File: config.mk
export PLATFORM = sky130hd
export DESIGN_NAME = pipt_edge_unit
export DESIGN_NICKNAME = d
export VERILOG_FILES = /design/src/rtl/pipt_pkg.sv /design/src/rtl/pipt_edge_unit.sv
export SDC_FILE = /design/constraint.sdc
export NUM_CORES = 2
export LEC_CHECK = 0
export ABC_AREA = 1
export BUFFER_PORTS_ARGS = -buffer_cell sky130_fd_sc_hd__buf_2
export CAP_MARGIN = 0
export CORE_MARGIN = 2
export CORE_UTILIZATION = 66
export DETAILED_ROUTE_END_ITERATION = 10
export PLACE_DENSITY = 0.87
export SLEW_MARGIN = 20
export SYNTH_ARGS = -nofsm -noshare
export SYNTH_HDL_FRONTEND = slang
export SYNTH_SLANG_ARGS = --single-unit
File: constraint.sdc
create_clock -name i_clk -period 6.3 [get_ports i_clk]
set_clock_uncertainty 0.05 [all_clocks]
set_input_delay 1.26 -clock i_clk [delete_from_list [all_inputs] [get_ports i_clk]]
set_output_delay 1.26 -clock i_clk [all_outputs]
set_load 0.03 [all_outputs]
File: src/rtl/pipt_pkg.sv
// Shared types and constants for the point-in-polygon test block.
`default_nettype none

package pipt_pkg;

    // Widths of the input fields and of the derived arithmetic.
    localparam int COORD_W = 16;
    localparam int DIFF_W  = COORD_W + 1;
    localparam int PROD_W  = 2 * DIFF_W;
    localparam int INDEX_W = 4;
    localparam int COUNT_W = 5;

    // Item kinds.
    localparam logic KIND_WRITE = 1'b0;
    localparam logic KIND_TEST  = 1'b1;

    // One stored polygon vertex.
    typedef struct packed {
        logic signed [COORD_W-1:0] x;
        logic signed [COORD_W-1:0] y;
    } t_vertex;

    // Tag that travels with a vertex read out of the table.
    typedef struct packed {
        logic vld;
        logic first;
    } t_rd_ctrl;

    // Status of the edge pipeline toward the sequencer.
    typedef struct packed {
        logic busy;
        logic flip_vld;
        logic flip;
    } t_edge_stat;

endpackage

`default_nettype wire

File: src/rtl/pipt_edge_unit.sv
// Edge pipeline: differences, cross products, then the crossing compare.
`default_nettype none

module pipt_edge_unit
    import pipt_pkg::*;
(
    input  wire logic     i_clk,
    input  wire logic     i_rst_n,
    input  wire t_rd_ctrl i_ctrl,
    input  wire t_vertex  i_vtx,
    input  wire logic signed [COORD_W-1:0] i_tx,
    input  wire logic signed [COORD_W-1:0] i_ty,
    output t_edge_stat    o_stat
);

    // Previous vertex of the walk (the edge's far end).
    t_vertex r_prev;

    // First stage: differences and straddle.
    logic                     r_s1_vld;
    logic                     r_s1_strad;
    logic signed [DIFF_W-1:0] r_d;
    logic signed [DIFF_W-1:0] r_a;
    logic signed [DIFF_W-1:0] r_b;
    logic signed [DIFF_W-1:0] r_c;

    // Second stage: cross products.
    logic                     r_s2_vld;
    logic                     r_s2_strad;
    logic                     r_s2_dpos;
    logic signed [PROD_W-1:0] r_lhs;
    logic signed [PROD_W-1:0] r_rhs;

    logic signed [DIFF_W-1:0] n_d;
    logic signed [DIFF_W-1:0] n_a;
    logic signed [DIFF_W-1:0] n_b;
    logic signed [DIFF_W-1:0] n_c;
    logic                     n_strad;
    logic signed [PROD_W-1:0] n_lhs;
    logic signed [PROD_W-1:0] n_rhs;

    // The current vertex is the edge's near end, the previous one its far end.
    always_comb begin
        n_d = {r_prev.y[COORD_W-1], r_prev.y} - {i_vtx.y[COORD_W-1], i_vtx.y};
        n_a = {i_tx[COORD_W-1], i_tx} - {i_vtx.x[COORD_W-1], i_vtx.x};
        n_b = {r_prev.x[COORD_W-1], r_prev.x} - {i_vtx.x[COORD_W-1], i_vtx.x};
        n_c = {i_ty[COORD_W-1], i_ty} - {i_vtx.y[COORD_W-1], i_vtx.y};
        n_strad = (i_vtx.y > i_ty) != (r_prev.y > i_ty);
    end

    // Products of the registered differences.
    always_comb begin
        n_lhs = r_a * r_d;
        n_rhs = r_b * r_c;
    end

    // Control valids.
    always_ff @(posedge i_clk) begin
        if (!i_rst_n) begin
            r_s1_vld <= 1'b0;
            r_s2_vld <= 1'b0;
        end else begin
            r_s1_vld <= i_ctrl.vld && !i_ctrl.first;
            r_s2_vld <= r_s1_vld;
        end
    end

    // Payload registers.
    always_ff @(posedge i_clk) begin
        if (i_ctrl.vld) begin
            r_prev <= i_vtx;
        end
        r_s1_strad <= n_strad;
        r_d        <= n_d;
        r_a        <= n_a;
        r_b        <= n_b;
        r_c        <= n_c;
        r_s2_strad <= r_s1_strad;
        r_s2_dpos  <= !r_d[DIFF_W-1];
        r_lhs      <= n_lhs;
        r_rhs      <= n_rhs;
    end

    // The point lies left of the crossing; a straddling edge has a nonzero height.
    always_comb begin
        o_stat.busy     = r_s1_vld || r_s2_vld;
        o_stat.flip_vld = r_s2_vld;
        o_stat.flip     = r_s2_strad && (r_s2_dpos ? (r_lhs < r_rhs) : (r_lhs > r_rhs));
    end

endmodule

`default_nettype wire

==> metrics.md <==
| Metric | Value |
|---|---|
| Outcome | finished clean |
| Post-synth top area share | 38.5% |
| GP Congestion | 1.02 |
| Post-route ant nets | 0 |
| Drc violations | 0 |
| CP arrival | 6.48 ns |
| R2r setup slk | 0.11 ns |
| CTS tree | built |
| Largest net degree at the start of global routing | 34 |
| Fill count | 3,386 |
| Critical Path RT | 6.59 ns |
| First-pass GRT wire length | 129 mm |
| Hold violation total from the final report | 0 |
| Seq/Total Area, Yosys | 12.2% |
| Max incr delay on CP | 0.88 ns |
| CTS sink count | 173 |
| Hold Path Class | register to register |
| Synth warn | 0 |
| Minimum clock period | 6.19 ns |
| Clock-pin transition on the worst setup and hold timing paths | 0.07 ns |
| Core Area | 0.0465 sq mm |
| Ys async rst share | 0% |
| Pins Over Slew Limit | 0 |
| Root Driver | clkbuf_16 |
| Detail Placement HPWL | 67.4 mm |
| Setup crit start | r_c[11]$_DFF_P_ |
| Critical path, cell by cell | nand2_1 > inv_1 > fa_1 > inv_1 > fa_1 > fa_1 > inv_1 > fa_1 > inv_1 > fa_1 > inv_1 > fa_1 > ha_1 > nand2_1 > nor3_1 > o211ai_1 > nand3_1 > nand2_1 |
| Top Ports | 71 |
| Vias | 24,200 |
| CP Max Fanout | 17 |
| R2r startpoint | r_c[11]$_DFF_P_ |
| Die area | 0.0487 sq mm |
| Horiz. Die Dim | 221 um |
| CTS Buffer Depth | 2 |
| # rows | 79 |
| Kind of critical path | register to register |
| Period utilization | 98.3% |
| Leading area contributor after synthesis | fa_1 |
| Synth area leaders | fa_1, inv_1, ha_1, nand2_1, dfxtp_1 |
| Synth Net Count | 4,732 |
| Avg WL per Cell | 17.8 um |
| Yosys cell types | 47 |
| Commonest non-fill, non-tap cell in the layout | inv_1 |
| Number of global-route vias before repair | 26,100 |
| Commonest non-fill, non-tap cells in the layout | inv_1, nand2_1, fa_1 |
| Initial antenna violation count | 4 |
| Total global routing overflow | 0 |
| Number of synthesized flops with an enable pin | 32 |
| R2R Path End | r_rhs[32]$_DFF_P_ |
| Synth Register Bits | 173 |
| CTS H-tree lvls | 4 |
| Setup crit end | r_rhs[32]$_DFF_P_ |
| Syn Inst Count | 3,783 |
| Total GRT Usage | 34.4% |
| Worst R2R Path Depth | 18 |
| Post-DP Area | 0.0322 sq mm |
| Post-Syn Area | 0.0310 sq mm |
| Crit. path cell count | 18 |
| Buf/Inv on CP | 5 |
| Die height | 221 um |
| Post-route cell area | 0.0328 sq mm |
| CP dominant cell by count | fa_1 |
| CP startpoint kind | register |
| Net count, final | 4,764 |
| Port Buffers | 70 |
| Via density | 5.45 |
| Final setup viols | 0 |
| F_max | 161 MHz |
| Clock latency at the later pin of the worst-skew pair | 0.46 ns |
| Number of post-CTS setup repair buffers | 0 |
| Post-synth top flop | dfxtp_1 |
| P&R area growth vs syn | 5.79% |
| DRT Wirelength | 78.8 mm |
| Starting Density | 66.6% |
| Share of cells above drive strength 1 | 5.85% |
| Drt first-iter violations | 1,705 |
| Mean area per synthesized cell | 8.18 sq um |
| CTS buffer count | 17 |
| Relative slew slack | 37.2% |
| Worst path top cell family by delay | adder cells |
| First-pass DRT Iterations | 5 |
| CP endpoint kind | register |
| Slowest-stage cell, CP | dfxtp_1 |
| Worst Tran Pin Value | 0.940 ns |
| Max-cap violations | 0 |
## layout make-up
| cell class | count | area (sq um) | share of cell area, % |
|---|---|---|---|
| Multi-Input combinational cell | 2382 | 22600 | 68.9 |
| Clock buffer | 18 | 429 | 1.31 |
| Inverter | 1093 | 4100 | 12.5 |
| Sequential cell | 173 | 3790 | 11.6 |
| Antenna cell | 3 | 7.51 | 0.0229 |
| Clock inverter | 14 | 133 | 0.405 |
| Tap cell | 607 | 759 | 2.32 |
| Timing Repair Buffer | 148 | 961 | 2.93 |
## synth_stat cells, types with 6 or more instances
library cell	number
o21ai_1	9
nand3_1	71
edfxtp_1	32
xor2_1	77
a21boi_0	9
nand4_1	15
o21ai_2	9
clkbuf_1	132
xnor2_1	47
dfxtp_1	141
inv_1	1092
nand2_1	832
a31oi_1	6
fa_1	596
nor2_1	126
a21o_1	18
o21ai_0	55
ha_1	285
nor3_1	17
or2_2	10
o21bai_1	13
a21oi_1	142
## through the flow
step / hold WS, ns / worst slack, ns / cells / TNS [ns] / util (%)
after floorplan: 0.260 / 0.682 / 3783 / 0 / -
after global placement: 0.261 / 0.230 / 4403 / 0 / 69.3
after detailed placement: 0.264 / 0.212 / 4403 / 0 / 69.3
after CTS: 0.279 / 0.136 / 4435 / 0 / 70.5
after global routing: 0.285 / -0.0427 / 4438 / -0.0427 / 70.5
final: 0.285 / 0.107 / 4438 / 0 / 70.5
## worst reg2reg max path: cells and delay by family, from the launching register on
kind,cells,cell delay [ns]
fa+ha+maj,7,3.40
simple gates,5,0.94
flops,1,0.88
buf+inv,5,0.56
compound gates,1,0.25
## layer usage
metal | GRT usage, % | wire length, um | vias up | share of wire, %
met4 | 17.9 | 4580 | 2 | 5.8
li1 | - | - | 11000 | -
met3 | 8.70 | 7580 | 314 | 9.6
met1 | 40.6 | 28200 | 11600 | 36
met5 | 0 | 11 | - | 0.014
met2 | 58.1 | 38400 | 1263 | 49
## cell families after synthesis
group	share of synthesized area (%)
XOR/XNOR	3.51
flip-flops	12.2
buffers and inverters	14.9
AO/OA/AOI/OAI	5.24
adder cells (fa/ha/maj)	50.1
AND/OR/NAND/NOR	14.1
## worst min-delay path by stage
stage                            start                  to  slack [ns]  cells past startpoint
floorplan           r_s1_strad$_DFF_P_  r_s2_strad$_DFF_P_        0.26                      0
global placement    r_s1_strad$_DFF_P_  r_s2_strad$_DFF_P_        0.26                      0
detailed placement  r_s1_strad$_DFF_P_  r_s2_strad$_DFF_P_        0.26                      0
CTS                 r_s1_strad$_DFF_P_  r_s2_strad$_DFF_P_        0.28                      0
global route        r_s1_strad$_DFF_P_  r_s2_strad$_DFF_P_        0.29                      0
finish              r_s1_strad$_DFF_P_  r_s2_strad$_DFF_P_        0.28                      0
## registers in the layout (all words and copies together) (netlist names)
register	flops
r_s1_vld	1
r_a	17
r_c	17
r_s2_vld	1
r_b	17
r_d	17
r_prev	32
r_s1_strad	1
r_lhs	34
r_rhs	34
r_s2_dpos	1
r_s2_strad	1
## what timing repair did
| item | CTS | global route |
|---|---|---|
| hold buffers | 0 | 0 |
| hold endpoints to repair | 0 | 0 |
| resized for setup | 0 | 10 |
| endpoints found under the setup margin | 0 | 16 |
Power is not shown: default switching activity piles up to over one toggle a cycle in this logic, so the estimate is an artifact.
