<file path="src/rtl/pipt_pkg.sv">
// Shared types and constants for the point-in-polygon test block.
`default_nettype none

package pipt_pkg;

    // Widths of the input fields and of the derived arithmetic.
    localparam int COORD_W = 16;
    localparam int DIFF_W  = COORD_W + 1;
    localparam int PROD_W  = 2 * DIFF_W;
    localparam int INDEX_W = 4;
    localparam int COUNT_W = 5;

    // Item kinds.
    localparam logic KIND_WRITE = 1'b0;
    localparam logic KIND_TEST  = 1'b1;

    // One stored polygon vertex.
    typedef struct packed {
        logic signed [COORD_W-1:0] x;
        logic signed [COORD_W-1:0] y;
    } t_vertex;

    // Tag that travels with a vertex read out of the table.
    typedef struct packed {
        logic vld;
        logic first;
    } t_rd_ctrl;

    // Status of the edge pipeline toward the sequencer.
    typedef struct packed {
        logic busy;
        logic flip_vld;
        logic flip;
    } t_edge_stat;

endpackage

`default_nettype wire

</file>
<file path="src/rtl/pipt_vtx_mem.sv">
// Vertex table: one write port and one read port with registered read data.
`default_nettype none

module pipt_vtx_mem
    import pipt_pkg::*;
#(
    parameter int DEPTH = 16,
    parameter int AW    = 4
) (
    input  wire logic    i_clk,
    input  wire logic    i_we,
    input  wire logic [AW-1:0] i_waddr,
    input  wire t_vertex i_wdata,
    input  wire logic    i_re,
    input  wire logic [AW-1:0] i_raddr,
    output t_vertex      o_rdata
);

    t_vertex r_mem [DEPTH];
    t_vertex r_rdata;

    // Synchronous write.
    always_ff @(posedge i_clk) begin
        if (i_we) begin
            r_mem[i_waddr] <= i_wdata;
        end
    end

    // Synchronous read into a data register.
    always_ff @(posedge i_clk) begin
        if (i_re) begin
            r_rdata <= r_mem[i_raddr];
        end
    end

    assign o_rdata = r_rdata;

endmodule

`default_nettype wire

</file>
<file path="config.mk">
export PLATFORM = sky130hd
export DESIGN_NAME = pipt_vtx_mem
export DESIGN_NICKNAME = d
export VERILOG_FILES = /design/src/rtl/pipt_pkg.sv /design/src/rtl/pipt_vtx_mem.sv
export SDC_FILE = /design/constraint.sdc
export NUM_CORES = 1
export LEC_CHECK = 0
export ABC_AREA = 1
export BUFFER_PORTS_ARGS = -buffer_cell sky130_fd_sc_hd__clkbuf_2
export CAP_MARGIN = 20
export CORE_ASPECT_RATIO = 1.25
export CORE_MARGIN = 4
export CORE_UTILIZATION = 30
export DETAILED_ROUTE_END_ITERATION = 16
export GPL_TIMING_DRIVEN = 0
export PLACE_DENSITY_LB_ADDON = 0.25
export RECOVER_POWER = 100
export REMOVE_ABC_BUFFERS = 1
export SETUP_SLACK_MARGIN = 0.1
export SLEW_MARGIN = 30
export SYNTH_ARGS = -nofsm -noshare
export SYNTH_HDL_FRONTEND = slang
export SYNTH_SLANG_ARGS = --single-unit
</file>
<file path="constraint.sdc">
create_clock -name i_clk -period 2.73 [get_ports i_clk]
set_input_delay 0.273 -clock i_clk [delete_from_list [all_inputs] [get_ports i_clk]]
set_output_delay 0.273 -clock i_clk [all_outputs]
set_load 0.01 [all_outputs]
</file>
==> results of run 1 <==
area by class of cell:
cell class                 count  area share, %
clock buffer                  61           5.05
multi-input combinational   1081           17.5
sequential                   544           62.8
inverter                     390           5.75
clock inverter                32           1.04
timing repair buffer         122           3.17
antenna                        4         0.0385
tap                          977           4.70
Yosys cell counts:
library cell / instances / area share [%]
buf_6: 29 / 1.4
inv_4: 1 / 0.027
edfxtp_1: 544 / 71
buf_4: 6 / 0.20
nand3b_1: 2 / 0.065
nand2_1: 677 / 11
buf_1: 14 / 0.23
nand3_1: 385 / 8.4
inv_1: 388 / 6.3
nor2_1: 17 / 0.28
inv_2: 1 / 0.016
clkbuf_1: 14 / 0.23
buf_2: 41 / 0.89
buf_12: 1 / 0.087
worst max-delay path, delay by kind of cell:
| kind | cells | cell delay (ns) |
|---|---|---|
| buffers and inverters | 2 | 1.10 |
| and+or+nand+nor | 3 | 1.38 |
stage by stage:
step	utilization, %	hold slack, ns
final	34.2	0.181
after global placement	31.5	0.667
after CTS	35.4	0.0661
after detailed placement	33.3	0.686
after floorplan	-	0.372
after global routing	34.2	0.193
routing by layer:
metal	track usage (%)	up-vias	routed length [um]
met5	0	-	0
met4	4.44	0	1870
met3	2.37	108	2950
met2	24.5	344	28700
met1	17.7	7068	25200
li1	-	7016	-
sequential cells by signal, indices dropped and copies added (netlist names):
| signal | cells |
|---|---|
| o_rdata | 32 |
| r_mem | 512 |
cell usage in the layout, fill, tap and decap left out:
cell type	n
buf_12	2
buf_16	11
buf_8	1
bufinv_16	4
clkbuf_1	104
clkbuf_16	51
clkbuf_2	8
clkbuf_4	1
clkbuf_8	3
clkinv_1	12
clkinv_2	8
clkinv_4	1
clkinvlp_4	3
diode_2	4
dlymetal6s2s_1	2
edfxtp_1	544
inv_1	386
inv_16	1
inv_4	1
inv_6	5
inv_8	1
nand2_1	677
nand3_1	385
nand3b_1	2
nor2_1	17
path summary, 6_finish.rpt:
path                      start           end  slack (ns)  depth (start not counted)
setup / recovery     i_waddr[2]  r_mem[2][15]        0.14                          5
hold / removal      i_wdata[17]  r_mem[9][17]        0.18                          1
setup reg to reg  r_mem[13][27]   o_rdata[27]        1.54                          6
hold reg to reg    r_mem[10][1]    o_rdata[1]        0.73                          6
power breakdown:
part / internal (uW) / switching (uW) / leakage, uW
Clock: 3820 / 3060 / 0.000770
Combinational: 287 / 780 / 0.00495
Sequential: 9410 / 44.8 / 0.00494
Total: 13500 / 3880 / 0.0107
kinds of logic after synthesis:
group	after synthesis
AND/OR/NAND/NOR	1081
flip-flops	544
buffers and inverters	495
==> impl_metrics.toml, run 1 <==
[status]
status = "complete, but fails checks"
violations = "max-capacitance violations, max-slew violations"

[synth]
synth_compound_area_share_pct = 0
synth-simple-area-share_pct = 19.7
ys_warn_count = 0
synth.cell_area_um2 = 23100
avgSynthCellArea_um2 = 10.9
ys_types = 14
post_synth_xor_area_fraction_pct = 0
muxShareOfSynthArea_pct = 0
synth-adder-area-share_pct = 0
syn_inst = 2120
ys_ff_latch = 544
seq_area_frac_synth_pct = 70.9
synth_top_family_by_area = "simple AND/OR/NAND/NOR gates"

[worst_setup_path]
crit_arrival_ns = 2.77
crit_path_top_delay_cell = "nor2_1"
end_kind = "flip-flop"
path_max_fanout = 14
crit_path_frequent_cell = "nor2_1"
cp_cell_sequence = "clkbuf_1, nor2_1, nand2_1, nor2_1, dlymetal6s2s_1"
slowest_delay_ns = 1.13
start_kind = "input pin"
cp_data_required_time_ns = 2.92
critical_path_class = "in -> reg"

[flow_run]
cap_violations = 4

[global_routing]
grt_pass1_vias = 14300
gr-usage-all-layers_pct = 14.0
grt-ovfl-total = 0
grt_pass1_wl_mm = 87.5
antenna_found_initial = 4
grt_max_degree = 142

[finish]
final_cells = 3211
final_nets = 2233
multi_input_area_um2 = 4550
layout-drive-gt1-share_pct = 4.53
fin_area_um2 = 26000
seqCellArea_um2 = 16300
fillerInstances = 7486
syn_to_final_growth_pct = 12.9

[timing]
slew_violations = 57
hold_viol = 0
setup_slack_ns = 0.145
fin_crit_ns = 2.59
setup_viol = 0
rsz0062_at_grt = "false"
period_share_pct = 94.7
clock.fmax_mhz = 387
tightest_slew_ns = 2.60
finClkSkew_ns = 0.0164
tns_ns = 0
slew_headroom_pct = -73.1

[detailed_routing]
drt_iter0_markers = 1001
drt_wl_total_mm = 58.7
firstDrtPassIters = 6
drcViolationCount = 0
post_drt_wl_per_cell_um = 18.3
antenna_left = 0
drt-vias-per-instance = 4.53
num_vias = 14500

[clock_tree]
cts_setup_buffers = 0
htreeDepth = 2
cts.path.max_buffers = 3
clock_latency_ns = 0.59
numCtsBuffers = 51
path_clk_slew_ns = 0.06
cts_tree = "built"
root_buffer = "clkbuf_16"
cts_sinks = 544
cts.repair.resized = 0
hold_buffers = 0

[power]
cellPowerDensity_nw_per_um2 = 669
finalPower_uw = 17400
leakagePower_uw = 0.0107
ir_drop_mv = 0.418

[placement]
place_ws_ns = -0.253
gp_congestion = 0.698
hpwlAfterDp_mm = 33.9
io_buffers = 74
place_inst = 3114
place_area_um2 = 25300

[floorplanning]
io_pins = 75
die-area_um2 = 81400
die_w_um = 256
die_h_um = 318
core_um2 = 76100
start_util_pct = 30.3
rows = 113

[worst_hold_path]
min_path_type = "in -> reg"
Note: power is estimated with default switching activity, not from simulation.
==> inputs of run 2 (changes only) <==
Settings changed: BUFFER_PORTS_ARGS -buffer_cell sky130_fd_sc_hd__clkbuf_2 to unset, CORE_UTILIZATION 30 to 35, DONT_BUFFER_PORTS set to 1.
==> run 2 against run 1 <==
- the run still ends with max-capacitance violations, max-slew violations left
- largest power group unchanged
- worst hold slack worse by 0.18 ns
- die area is 14% lower
- largest cell class unchanged
- via count is 0.64% lower
- register-to-register slack worse by 0.37 ns
- first-iteration DRC count is 1.2% lower
- critical path depth is 2 higher
- critical endpoint is now o_rdata[29]
==> impl_metrics.toml, run 2 (same netlist as run 1, synthesis figures left out) <==
[detailed_routing]
antenna_left = 0
drt_wl_total_mm = 56.8
post_drt_wl_per_cell_um = 18.8
drt_iter0_markers = 989
num_vias = 14400
drt-vias-per-instance = 4.77
firstDrtPassIters = 5
drcViolationCount = 0

[floorplanning]
start_util_pct = 35.6
die_w_um = 238
rows = 104
die-area_um2 = 70100
io_pins = 75
core_um2 = 64800
die_h_um = 295

[worst_setup_path]
slowest_delay_ns = 0.93
start_kind = "input pin"
end_kind = "flip-flop"
crit_arrival_ns = 2.68
cp_cell_sequence = "inv_16, buf_6, nand2_1, nand3_1, nand3_1, nand3_1, nand2_1"
crit_path_top_delay_cell = "buf_6"
crit_buf_inv = 2
crit_path_frequent_cell = "nand3_1"
path_max_fanout = 257
cp_data_required_time_ns = 3.02
crit_family = "buffers and inverters"
critical_path_class = "in -> reg"
reg2reg_slack_ns = 1.17

[finish]
layout-drive-gt1-share_pct = 4.73
fin_area_um2 = 26200
mostFrequentLayoutCells = "nand2_1, edfxtp_1, inv_1"
final_common_cell = "nand2_1"
largest-register = "r_mem"
final_nets = 2182
largest_reg_flops = 512
syn_to_final_growth_pct = 13.5

[clock_tree]
path_clk_slew_ns = 0.06
cts_tree = "built"
cts_sinks = 544
hold_buffers = 37
cts.path.max_buffers = 3
numCtsBuffers = 50
root_buffer = "clkbuf_16"
cts_setup_buffers = 0
cts.repair.resized = 0
clock_latency_ns = 0.57
htreeDepth = 2

[global_routing]
grt_pass1_wl_mm = 85.7
grt_pass1_vias = 14300
antenna_found_initial = 5
gr-usage-all-layers_pct = 16.0
grt-ovfl-total = 0
grt_max_degree = 258

[status]
violations = "max-capacitance violations, max-slew violations"
status = "complete, but fails checks"

[timing]
whs_ns = 0.00380
setup_viol = 0
tightest_slew_ns = 2.39
rsz0062_at_grt = "false"
period_share_pct = 87.3
hold_viol = 0
slew_violations = 134
slew_headroom_pct = -59.3
finClkSkew_ns = 0.0182
clock.fmax_mhz = 420
tns_ns = 0
fin_crit_ns = 2.38

[placement]
hpwlAfterDp_mm = 29.7
gp_congestion = 0.697
io_buffers = 0
place_area_um2 = 24500

[power]
finalPower_uw = 17000
leakagePower_uw = 0.0108
cellPowerDensity_nw_per_um2 = 650
ir_drop_mv = 0.531

[worst_hold_path]
min_path_type = "in -> reg"

[flow_run]
cap_violations = 12
## run 2: changes by cell type in the layout (fill, tap and decap cells not counted), moves of 8 or more
cell           previous run  this run
clkbuf_1                104        10
clkbuf_2                  8         0
buf_16                   11        26
dlygate4sd3_1             0        35
clkinv_1                 12        21
## run 2: layer usage
metal	up-vias	wire (um)	GRT usage, %	part of all wire [%]
met5	-	31	0	0.055
met4	4	1880	5.63	3.3
met3	119	3420	2.70	6.0
met2	404	27200	27.0	48
met1	7009	24300	21.0	43
li1	6907	-	-	-
## run 2: final timing paths
check | startpoint | end | cells after the start
worst min-delay path | i_raddr[3] | o_rdata[5] | 2
worst max register to register | r_mem[8][13] | o_rdata[13] | 7
worst min register to register | r_mem[12][25] | o_rdata[25] | 6
worst max-delay path | i_raddr[0] | o_rdata[29] | 7
## run 2: area by class of cell
| class | instances | area, um^2 |
|---|---|---|
| clock inverters | 35 | 235 |
| fillers | 6095 | 38600 |
| diodes | 2 | 5.00 |
| inverters | 390 | 1500 |
| flip-flops and latches | 544 | 16300 |
| multi-input cells | 1081 | 4570 |
| repair buffers | 72 | 1170 |
| well taps | 848 | 1060 |
| clock buffers | 56 | 1290 |
## run 2: power by group
part           internal (uW)  total (uW)  switching (uW)
sequential              9410        9490            76.0
clock                   3680        6620            2940
combinational            293         891             598
total                  13400       17000            3620
## run 2: stage by stage
stage               util [%]  instances  worst slack [ns]
detailed placement      37.8       2898             0.607
floorplan                  -       2015            0.0440
finish                  40.4       3028             0.348
CTS                     40.8       3026              1.16
global route            40.4       3027             0.535
global placement        36.1       2863             -2.57
==> inputs of run 3 (changes only) <==
Settings changed: CELL_PAD_IN_SITES_DETAIL_PLACEMENT set to 0, CELL_PAD_IN_SITES_GLOBAL_PLACEMENT set to 1, CORE_UTILIZATION 35 to 50.
==> run 3 against run 2 <==
- the flow still finishes with violations (max-capacitance violations, max-slew violations)
- critical path depth decreased by 3
- sequential power about the same
- via count is 1.3% lower
- global-route usage rose by 5.7 points
- highest routed layer is now met4
- sequential share of layout area up 1.0 points
==> impl_metrics.toml, run 3 (same netlist as run 1, synthesis figures left out) <==
[status]
status = "complete, but fails checks"
violations = "max-capacitance violations, max-slew violations"

[detailed_routing]
drcViolationCount = 0
num_vias = 14300
firstDrtPassIters = 5
drt_iter0_markers = 1025
drt_wl_total_mm = 53.8
post_drt_wl_per_cell_um = 19.4
antenna_left = 0
drt-vias-per-instance = 5.15

[floorplanning]
rows = 87
core_um2 = 45400
start_util_pct = 50.8
die_w_um = 200
io_pins = 75
die-area_um2 = 49600
die_h_um = 248

[timing]
finClkSkew_ns = 0.00782
setup_viol = 0
fin_crit_ns = 2.37
period_share_pct = 86.8
slew_violations = 111
tightest_slew_ns = 2.53
setup_slack_ns = 0.360
hold_viol = 0
whs_ns = 0.0450
slew_headroom_pct = -68.9
rsz0062_at_grt = "false"
clock.fmax_mhz = 422

[global_routing]
antenna_found_initial = 2
grt_pass1_wl_mm = 80.8
gr-usage-all-layers_pct = 21.7
grt_pass1_vias = 13900
grt-ovfl-total = 0
grt_max_degree = 258

[worst_setup_path]
slowest_delay_ns = 0.96
cp_data_required_time_ns = 3.00
path_max_fanout = 15
crit_path_top_delay_cell = "nor2_1"
r2r-start = "r_mem[12][7]"
start_kind = "input pin"
crit_arrival_ns = 2.64
critical_path_class = "in -> reg"
cp_cell_sequence = "nand3b_1, nor2_1, clkbuf_1, buf_16"
end_kind = "flip-flop"
crit_start = "i_waddr[3]"
r2r_cells = 8

[finish]
mostFrequentLayoutCells = "nand2_1, edfxtp_1, inv_1"
syn_to_final_growth_pct = 11.7
largest_reg_flops = 512
final_nets = 2189
layout-drive-gt1-share_pct = 4.48
final_common_cell = "nand2_1"
largest-register = "r_mem"

[clock_tree]
cts.path.max_buffers = 3
clock_latency_ns = 0.58
cts_sinks = 544
cts_tree = "built"
cts_setup_buffers = 0
htreeDepth = 2
path_clk_slew_ns = 0.06
hold_buffers = 38
cts.repair.resized = 0
root_buffer = "clkbuf_16"
numCtsBuffers = 53

[power]
finalPower_uw = 17400
cellPowerDensity_nw_per_um2 = 676
leakagePower_uw = 0.0107
ir_drop_mv = 0.499

[worst_hold_path]
min_path_type = "in -> reg"
hold_path_depth = 2
hp-start = "i_raddr[3]"

[placement]
hpwlAfterDp_mm = 28.6
place_ws_ns = 0.691
gp_congestion = 0.707
io_buffers = 0

[flow_run]
cap_violations = 8
## run 3: worst paths after layout
| check | to | slack, ns |
|---|---|---|
| setup reg to reg | o_rdata[7] | 0.65 |
| hold reg to reg | o_rdata[29] | 0.73 |
| setup / recovery | r_mem[7][28] | 0.36 |
| hold / removal | o_rdata[21] | 0.04 |
## run 3: critical path: cells and delay by family
family / cells / cell delay, ns
simple gates: 2 / 1.15
buf+inv: 2 / 1.19
## run 3: where the power goes
| group | leakage, uW | switching (uW) | internal [uW] |
|---|---|---|---|
| clock | 0.000816 | 2990 | 4060 |
| sequential | 0.00494 | 71.5 | 9420 |
| combinational | 0.00497 | 590 | 283 |
## run 3: through the flow
step | util [%] | cells | area [um^2] | setup TNS, ns
floorplan | - | 2015 | 22300 | 0
global placement | 50.8 | 2593 | 23100 | -861.96
detailed placement | 53.3 | 2630 | 24200 | 0
CTS | 57.9 | 2765 | 26300 | 0
global route | 56.7 | 2767 | 25700 | 0
finish | 56.7 | 2768 | 25700 | 0
## run 3: routing by layer
metal	vias to the layer above	part of all wire, %	track usage (%)
li1	6920	-	-
met1	6823	40	26.7
met2	416	52	39.9
met3	98	5.3	3.15
met4	0	2.3	5.84
met5	-	0	0
## run 3: area by class of cell
type / count / area, um^2
Timing Repair Buffer: 76 / 961
Antenna cell: 2 / 5.00
Fill cell: 3677 / 19700
Clock buffer: 69 / 1430
Clock inverter: 28 / 244
Sequential cell: 544 / 16300
Multi-Input combinational cell: 1081 / 4550
Tap cell: 578 / 723
Inverter: 390 / 1500
